$ cat src/rtl/core/chol_pkg.sv
`default_nettype none
package chol_pkg;
	localparam int MAX_DIM = 48;
	localparam int FRAC_BITS = 24;
	localparam int IDX_W = $clog2(MAX_DIM);
	localparam int ADDR_W = $clog2(MAX_DIM * MAX_DIM);
	localparam int MAX_PC = MAX_DIM / 6;
	localparam int CFG_W = 31;
	localparam logic CFG_IDX_PC = 1'b0;
	localparam logic CFG_IDX_NS = 1'b1;
	localparam logic MODE_ELEM = 1'b0;
	localparam logic MODE_SAMPLE = 1'b1;

	typedef struct packed {
		logic mode;
		logic [5:0] row;
		logic [5:0] col;
		logic signed [31:0] value;
		logic last;
	} in_item_t;

	typedef struct packed {
		logic [5:0] index;
		logic signed [31:0] displacement;
		logic not_pos_def;
		logic final_res;
	} out_item_t;

	// datapath operations
	typedef enum logic [3:0] {
		OP_NONE,
		OP_ACC_CLR_DIAG,
		OP_ACC_CLR_OFF,
		OP_ACC_CLR_OUT,
		OP_ACC_SUB,
		OP_ACC_ADD,
		OP_SQRT_START,
		OP_DIV_START,
		OP_OUT_START
	} op_t;

	typedef enum logic [4:0] {
		ST_IDLE,
		ST_DIAG_INIT,
		ST_DIAG_RD,
		ST_DIAG_ACC,
		ST_SQRT,
		ST_PIV_WR,
		ST_OFF_INIT,
		ST_OFF_RD,
		ST_OFF_ACC,
		ST_DIV,
		ST_OFF_WR,
		ST_OUT_INIT,
		ST_OUT_RD,
		ST_OUT_ACC,
		ST_OUT_MUL,
		ST_OUT_EMIT
	} state_t;

	typedef struct packed {
		op_t op;
		logic [ADDR_W-1:0] addr_a;
		logic [ADDR_W-1:0] addr_b;
		logic [IDX_W-1:0] samp_addr;
		logic wr_piv;
		logic wr_off;
		logic [ADDR_W-1:0] wr_addr;
		logic emit;
		logic [IDX_W-1:0] emit_idx;
		logic emit_final;
	} ctrl_t;

	typedef struct packed {
		logic sqrt_done;
		logic div_done;
		logic mul_done;
		logic piv_zero;
	} stat_t;

	function automatic logic signed [63:0] sat_add64(logic signed [63:0] a,
			logic signed [63:0] b);
		logic signed [64:0] s;
		s = {a[63], a} + {b[63], b};
		if (s[64] != s[63]) sat_add64 = s[64] ? {1'b1, 63'd0} : {1'b0, {63{1'b1}}};
		else sat_add64 = s[63:0];
	endfunction

	function automatic logic signed [31:0] sat32(logic signed [63:0] x);
		if (x > 64'sh7fffffff) sat32 = 32'sh7fffffff;
		else if (x < -64'sh80000000) sat32 = 32'sh80000000;
		else sat32 = x[31:0];
	endfunction

	function automatic logic signed [63:0] rnd_shift(logic signed [63:0] x);
		logic signed [63:0] t;
		t = sat_add64(x, 64'sd1 <<< (FRAC_BITS - 1));
		rnd_shift = t >>> FRAC_BITS;
	endfunction
endpackage
`default_nettype wire

$ cat src/rtl/core/chol_ctrl.sv
`default_nettype none
module chol_ctrl (
	input wire logic clk,
	input wire logic arst_n,
	input wire logic go,
	input wire logic [3:0] particle_count,
	input wire chol_pkg::stat_t stat,
	output logic busy,
	output logic bad,
	output chol_pkg::ctrl_t ctrl
);
	localparam int AW = chol_pkg::ADDR_W;
	localparam int IW = chol_pkg::IDX_W;
	chol_pkg::state_t st_q, st_d;
	logic [IW-1:0] j_q, i_q, k_q, n_q;
	logic bad_q;

	logic [3:0] pc;
	always_comb begin
		pc = particle_count;
		if (pc == 0) pc = 4'd1;
		if (pc > 4'(chol_pkg::MAX_PC)) pc = 4'(chol_pkg::MAX_PC);
	end

	function automatic logic [AW-1:0] adr(logic [IW-1:0] r, logic [IW-1:0] c);
		adr = AW'(r * chol_pkg::MAX_DIM + c);
	endfunction

	always_comb begin
		st_d = st_q;
		unique case (st_q)
			chol_pkg::ST_IDLE: if (go) st_d = chol_pkg::ST_DIAG_INIT;
			chol_pkg::ST_DIAG_INIT: st_d = chol_pkg::ST_DIAG_RD;
			chol_pkg::ST_DIAG_RD: st_d = chol_pkg::ST_DIAG_ACC;
			chol_pkg::ST_DIAG_ACC: st_d = (k_q == j_q) ? chol_pkg::ST_SQRT
				: chol_pkg::ST_DIAG_ACC;
			chol_pkg::ST_SQRT: if (stat.sqrt_done) st_d = chol_pkg::ST_PIV_WR;
			chol_pkg::ST_PIV_WR: st_d = (j_q + 1'b1 == n_q) ? chol_pkg::ST_OUT_INIT
				: chol_pkg::ST_OFF_INIT;
			chol_pkg::ST_OFF_INIT: st_d = chol_pkg::ST_OFF_RD;
			chol_pkg::ST_OFF_RD: st_d = chol_pkg::ST_OFF_ACC;
			chol_pkg::ST_OFF_ACC: if (k_q == j_q) st_d = stat.piv_zero ?
				chol_pkg::ST_OFF_WR : chol_pkg::ST_DIV;
			chol_pkg::ST_DIV: if (stat.div_done) st_d = chol_pkg::ST_OFF_WR;
			chol_pkg::ST_OFF_WR: st_d = (i_q + 1'b1 == n_q) ? chol_pkg::ST_DIAG_INIT
				: chol_pkg::ST_OFF_INIT;
			chol_pkg::ST_OUT_INIT: st_d = chol_pkg::ST_OUT_RD;
			chol_pkg::ST_OUT_RD: st_d = chol_pkg::ST_OUT_ACC;
			chol_pkg::ST_OUT_ACC: if (k_q == i_q + 1'b1) st_d = chol_pkg::ST_OUT_MUL;
			chol_pkg::ST_OUT_MUL: if (stat.mul_done) st_d = chol_pkg::ST_OUT_EMIT;
			chol_pkg::ST_OUT_EMIT: st_d = (i_q + 1'b1 == n_q) ? chol_pkg::ST_IDLE
				: chol_pkg::ST_OUT_INIT;
			default: st_d = chol_pkg::ST_IDLE;
		endcase
	end

	// k_q indexes the operands in use in the accumulate states; reads are issued in the cycle before their data is used
	always_comb begin
		ctrl = '0;
		ctrl.op = chol_pkg::OP_NONE;
		unique case (st_q)
			chol_pkg::ST_DIAG_INIT: ctrl.addr_a = adr(j_q, j_q);
			chol_pkg::ST_DIAG_RD: begin
				ctrl.op = chol_pkg::OP_ACC_CLR_DIAG;
				ctrl.addr_a = adr(j_q, k_q);
				ctrl.addr_b = adr(j_q, k_q);
			end
			chol_pkg::ST_DIAG_ACC: begin
				ctrl.op = (k_q == j_q) ? chol_pkg::OP_SQRT_START : chol_pkg::OP_ACC_SUB;
				ctrl.addr_a = adr(j_q, k_q + 1'b1);
				ctrl.addr_b = adr(j_q, k_q + 1'b1);
			end
			chol_pkg::ST_PIV_WR: begin
				ctrl.wr_piv = 1'b1;
				ctrl.wr_addr = adr(j_q, j_q);
			end
			chol_pkg::ST_OFF_INIT: ctrl.addr_a = adr(i_q, j_q);
			chol_pkg::ST_OFF_RD: begin
				ctrl.op = chol_pkg::OP_ACC_CLR_OFF;
				ctrl.addr_a = adr(i_q, k_q);
				ctrl.addr_b = adr(j_q, k_q);
			end
			chol_pkg::ST_OFF_ACC: begin
				ctrl.op = (k_q == j_q) ? (stat.piv_zero ? chol_pkg::OP_NONE
					: chol_pkg::OP_DIV_START) : chol_pkg::OP_ACC_SUB;
				ctrl.addr_a = adr(i_q, k_q + 1'b1);
				ctrl.addr_b = adr(j_q, k_q + 1'b1);
			end
			chol_pkg::ST_OFF_WR: begin
				ctrl.wr_off = 1'b1;
				ctrl.wr_addr = adr(i_q, j_q);
			end
			chol_pkg::ST_OUT_INIT: begin
				ctrl.op = chol_pkg::OP_ACC_CLR_OUT;
				ctrl.addr_a = adr(i_q, '0);
				ctrl.samp_addr = '0;
			end
			// column zero arrives here; the sum runs over columns 0..i
			chol_pkg::ST_OUT_RD: begin
				ctrl.op = chol_pkg::OP_ACC_ADD;
				ctrl.addr_a = adr(i_q, k_q + 1'b1);
				ctrl.samp_addr = k_q + 1'b1;
			end
			chol_pkg::ST_OUT_ACC: begin
				ctrl.op = (k_q == i_q + 1'b1) ? chol_pkg::OP_OUT_START
					: chol_pkg::OP_ACC_ADD;
				ctrl.addr_a = adr(i_q, k_q + 1'b1);
				ctrl.samp_addr = k_q + 1'b1;
			end
			chol_pkg::ST_OUT_EMIT: begin
				ctrl.emit = 1'b1;
				ctrl.emit_idx = i_q;
				ctrl.emit_final = (i_q + 1'b1 == n_q);
			end
			default: ;
		endcase
	end

	always_ff @(posedge clk or negedge arst_n) begin
		if (!arst_n) begin
			st_q <= chol_pkg::ST_IDLE;
			j_q <= '0; i_q <= '0; k_q <= '0; n_q <= '0; bad_q <= 1'b0;
		end else begin
			st_q <= st_d;
			unique case (st_q)
				chol_pkg::ST_IDLE: if (go) begin
					j_q <= '0; bad_q <= 1'b0;
					n_q <= IW'(pc * 6);
				end
				chol_pkg::ST_DIAG_INIT: k_q <= '0;
				chol_pkg::ST_DIAG_RD: ;
				chol_pkg::ST_DIAG_ACC: if (k_q != j_q) k_q <= k_q + 1'b1;
				chol_pkg::ST_SQRT: ;
				chol_pkg::ST_PIV_WR: begin
					if (stat.piv_zero) bad_q <= 1'b1;
					i_q <= j_q + 1'b1;
					if (j_q + 1'b1 == n_q) i_q <= '0;
				end
				chol_pkg::ST_OFF_INIT: k_q <= '0;
				chol_pkg::ST_OFF_RD: ;
				chol_pkg::ST_OFF_ACC: if (k_q != j_q) k_q <= k_q + 1'b1;
				chol_pkg::ST_DIV: ;
				chol_pkg::ST_OFF_WR: begin
					i_q <= i_q + 1'b1;
					if (i_q + 1'b1 == n_q) j_q <= j_q + 1'b1;
				end
				chol_pkg::ST_OUT_INIT: k_q <= '0;
				chol_pkg::ST_OUT_RD: k_q <= k_q + 1'b1;
				chol_pkg::ST_OUT_ACC: if (k_q != i_q + 1'b1) k_q <= k_q + 1'b1;
				chol_pkg::ST_OUT_MUL: ;
				chol_pkg::ST_OUT_EMIT: i_q <= i_q + 1'b1;
				default: ;
			endcase
		end
	end

	assign busy = st_q != chol_pkg::ST_IDLE;
	assign bad = bad_q;
endmodule
`default_nettype wire

$ cat config.mk
export PLATFORM = sky130hd
export DESIGN_NAME = chol_ctrl
export DESIGN_NICKNAME = d
export VERILOG_FILES = /design/src/rtl/core/chol_pkg.sv /design/src/rtl/core/chol_ctrl.sv
export SDC_FILE = /design/constraint.sdc
export NUM_CORES = 1
export LEC_CHECK = 0
export BUFFER_PORTS_ARGS = -buffer_cell sky130_fd_sc_hd__buf_2
export CAP_MARGIN = 20
export CORE_MARGIN = 2
export CORE_UTILIZATION = 39
export CTS_BUF_LIST = sky130_fd_sc_hd__clkbuf_16
export CTS_CLUSTER_SIZE = 20
export DETAILED_ROUTE_END_ITERATION = 8
export PLACE_DENSITY_LB_ADDON = 0.1
export SYNTH_ARGS = -nofsm -noshare
export SYNTH_HDL_FRONTEND = slang
export SYNTH_SLANG_ARGS = --single-unit
$ cat constraint.sdc
create_clock -name clk -period 4.2 [get_ports clk]
set_input_delay 0.21 -clock clk [delete_from_list [all_inputs] [get_ports clk]]
set_output_delay 0.21 -clock clk [all_outputs]
set_load 0.05 [all_outputs]
[Word-level counts from Yosys, hierarchy flattened]
Index checks and enable logic that the tools add are counted.
Storage, ports and cells
  register bits after elaboration: 29
  bits in latches: 0
  bits in writable memories: 0
  bits in read-only memories: 0
  output and inout port bits: 58
  logic and storage cells: 105
  memories kept: 0
Operators by class
  add/subtract/negate cells: 9
  $mul: 3
  div/mod/pow operators: 0
  magnitude comparators: 1
  eq/ne operators: 31
  shifts and indexed selects: 0
  muxes and demuxes: 37
  bitwise operators: 0
  reductions and logical operators: 18
Operator list (number)
  $pmux 12 s7: 1
  $pmux 5 s16: 1
  $add 12x6->12: 6
  $pmux 12 s2: 2
  $eq 5x4->1 const B: 8
  $mux 6: 6
  $mux 5: 6
  $pmux 4 s7: 1
  $eq 6x6->1: 4
  $pmux 6 s2: 2
  $pmux 6 s4: 1
  $eq 5x3->1 const B: 4
  $mux 4: 5
  $add 6x1->6 const B: 3
  $ne 2x2->1 const B: 9
  $mul 6x2->8 const B: 2
  $mux 3: 4
  $ne 6x6->1: 2
  $eq 5x2->1 const B: 2
  $reduce_and 3->1: 3
  $mux 8: 1
  $reduce_or 2->1: 4
  $reduce_and 6->1: 1
  $reduce_bool 2->1: 3
  other kinds (13): 18

[Depth between registers and ports, before layout]
  depth in word-level cells: 5
  depth in mapped cells: 14

[Least setup slack after synthesis]
OpenSTA, ideal clock, no wires.
  path kind: register to output
  from: register j_q[1]
  to: output ctrl[19] (netlist name)
  data arrival time: 3254 ps
  data required time: 3990 ps
  setup slack: 736 ps
  stages on the path, launching flop included: 11
  path through: dfrtp_1 ha_1 inv_1 fa_1 nand2b_1 a21oi_1 or3b_2 nand4_1 nand2_1 xnor2_1 o21ai_0
RTL lines
  start: declaration: line chol_ctrl.sv:15  | logic [IW-1:0] j_q, i_q, k_q, n_q;
  start signal: assignment: line chol_ctrl.sv:145  | if (i_q + 1'b1 == n_q) j_q <= j_q + 1'b1;
  end: declaration: line chol_ctrl.sv:10  | output chol_pkg::ctrl_t ctrl

==> out/metrics.cfg <==
[status]
outcome = finished, violations left
violations = negative hold slack

[sta]
relSlewSlack = 0.268
hold_viol = 28
fin_setup_tns_ps = 0
fmax_mhz = 253
rsz0062_at_grt = no
setup-violations-final = 0
worst_slew_pin_slew_ps = 1090
fin_crit_sh = 0.943
whs_ps = -16.1
maxSlewViolCount = 0
finalCriticalPeriod_ps = 3960
clock-skew-final_ps = 10.2

[cells_and_area]
post-route-util = 0.453
antenna_cells = 0
area_growth_pct = 13.5
fin_nets = 677
drive_gt1_frac = 0.175

[yosys]
postSynthNetCount = 619
synthFlopType = dfrtp_1
ys_warn_count = 0
synth_edf_count = 0
seq_area_frac_synth = 0.162
yosysTopAreaCell = dfrtp_1
synth_top_area_frac = 0.162
synth.top_cells.by_area = dfrtp_1, xnor2_1, ha_1
synth.avg_cell_area_um2 = 7.51
syn_area_mm2 = 0.00433
ys_ff_latch = 28
synthDistinctLibCells = 79
synthCells = 576
ys_async_sr_fraction = 1.00

[cts]
cts.sinks = 28
insertion_delay_ps = 270
clock_path_buffers = 2
numCtsBuffers = 3
clk_pin_slew_worst_paths_ps = 80
cts_max_level = 1
cts_root_buf = clkbuf_16
tritoncts = yes
post-cts-setup-buffer-count = 0

[drt]
wl_per_cell_um = 19.4
drtPass1Iterations = 5
drcViolationCount = 0
wl_um = 15000
avgViaCountPerCell = 6.00
final_antenna_net_count = 0
vias = 4639
drt_iter0_markers = 486

[placed_design]
hpwl_um = 11500
port_buffers = 68
gp_congestion = 0.950

[worst_setup_path]
critical-path-max-stage-delay_ps = 690
slowest_stage = fa_1
ff2ff_setup_slack_ps = 1010
crit_arrival_ps = 3750
cp-end-kind = primary output
cp.required_ps = 3990
crit_fanout = 12
critPathKind = register to primary output
cp-start-kind = register
worstPathCellList = ha_1 -> fa_1 -> nand2_1 -> or4_4 -> nor3_2 -> xor2_1 -> a2111oi_2 -> o2111ai_1 -> buf_2

[die]
die_height_um = 109
rows = 38
start_util = 0.399
die_w_um = 109
coreArea_mm2 = 0.0108
die_area_mm2 = 0.0120
io_pins = 69

[grt]
antenna_found_initial = 0
grt_pass1_wl_um = 23500
grt_usage = 0.255
overflow = 0
grt_max_degree = 29
grt_pass1_vias = 4349

[power_and_ir_drop]
irDropWorstVdd_mv = 0.199
pwr_density_cell_mw_per_mm2 = 119
power.leakage_nw = 2.29

[run]
cap_violations = 0

[worst_hold_path]
min_path_type = input pin to asynchronous set/reset pin

==> Yosys cell counts, types with 15 or more instances <==
master	instances
a21oi_1	37
dfrtp_1	28
ha_1	25
inv_1	28
nand2_1	50
nand3_1	15
nor2_1	70
nor2b_1	17
o21ai_0	32
o22ai_1	24
xnor2_1	38
xor2_1	21
==> layout make-up <==
cell class | instances | area (µm²)
fill | 1181 | 5930
clock inverter | 1 | 30.0
multi-input combinational | 492 | 3390
timing repair buffer | 81 | 438
clock buffer | 3 | 75.1
inverter | 28 | 105
tap | 140 | 175
sequential | 28 | 701
==> through the flow <==
stage,total power [W],setup slack (ps),hold WS (ps),instance area (µm²),cells
floorplan,0.000281,736,-85.6,4330,576
global placement,0.000293,703,289,4800,769
detailed placement,0.000294,605,296,4800,769
CTS,0.000589,302,6.27,4910,773
global route,0.000605,42.7,29.7,4910,773
finish,0.000582,240,-16.1,4910,773
==> per-layer routing <==
layer / GRT usage / share of wire
met1: 0.361 / 0.45
met4: 0.0850 / 0.034
met2: 0.404 / 0.45
met5: 0 / 0
met3: 0.0296 / 0.070
==> flip-flops by register name, indices dropped and copies added (netlist names) <==
signal / cells
k_q: 6
n_q: 5
j_q: 6
st_q: 4
i_q: 6
bad: 1
==> cell families after synthesis <==
family          after synthesis  share of synthesized area
simple gates                222                      0.267
compound gates              169                      0.261
xor+xnor                     60                      0.126
buf+inv                      56                     0.0564
fa+ha+maj                    32                      0.105
flops                        28                      0.162
mux                           9                     0.0228
==> worst max-delay path: cells and delay by family, from the launching register on <==
kind / cells / cell delay [ps]
buffers and inverters: 1 / 230
DFF: 1 / 580
AOI/OAI and AO/OA: 2 / 530
and+or+nand+nor: 3 / 960
xor gates and xnor gates: 1 / 120
adders and majority gates: 2 / 1060
==> timing repair <==
action	CTS	global route
hold buffers	0	0
resized for setup	0	1
endpoints found under the setup margin	0	1
hold endpoints to repair	0	0
==> final timing paths <==
path,startpoint,endpoint,cells after the start
min,arst_n,k_q[3],1
max,i_q[0],ctrl[51],9
max reg2reg,i_q[0],st_q[0],8
max in group asynchronous,arst_n,j_q[1],1
min reg2reg,bad,bad,1
min in group clk,stat[0],bad,2
==> cell usage in the layout, fill, tap and decap left out, drive strengths merged, types with 5 or more instances in the layout <==
master and count:
o22ai 24, mux2i 5, inv 28, buf 81, xnor2 39, a31oi 7
o21ai 34, nor2 70, nand3 16, nor4 5, and3 6, ha 25
fa 7, a22o 8, nor3 9, nand2 50, a211o 5, a21oi 37
dfrtp 28, or3 7, and2 11, or2 5, nand2b 11, xor2 21
nor2b 17
==> where the power goes <==
group	leakage [nW]	switching [W]	internal [W]	total, W
registers	0.340	0	0.000269	0.000269
logic	1.90	0.0000121	0.00000671	0.0000188
clock network	0.0511	0.000104	0.000190	0.000294
total	2.29	0.000116	0.000466	0.000582
No activity file was read; power rests on OpenSTA's default activity.
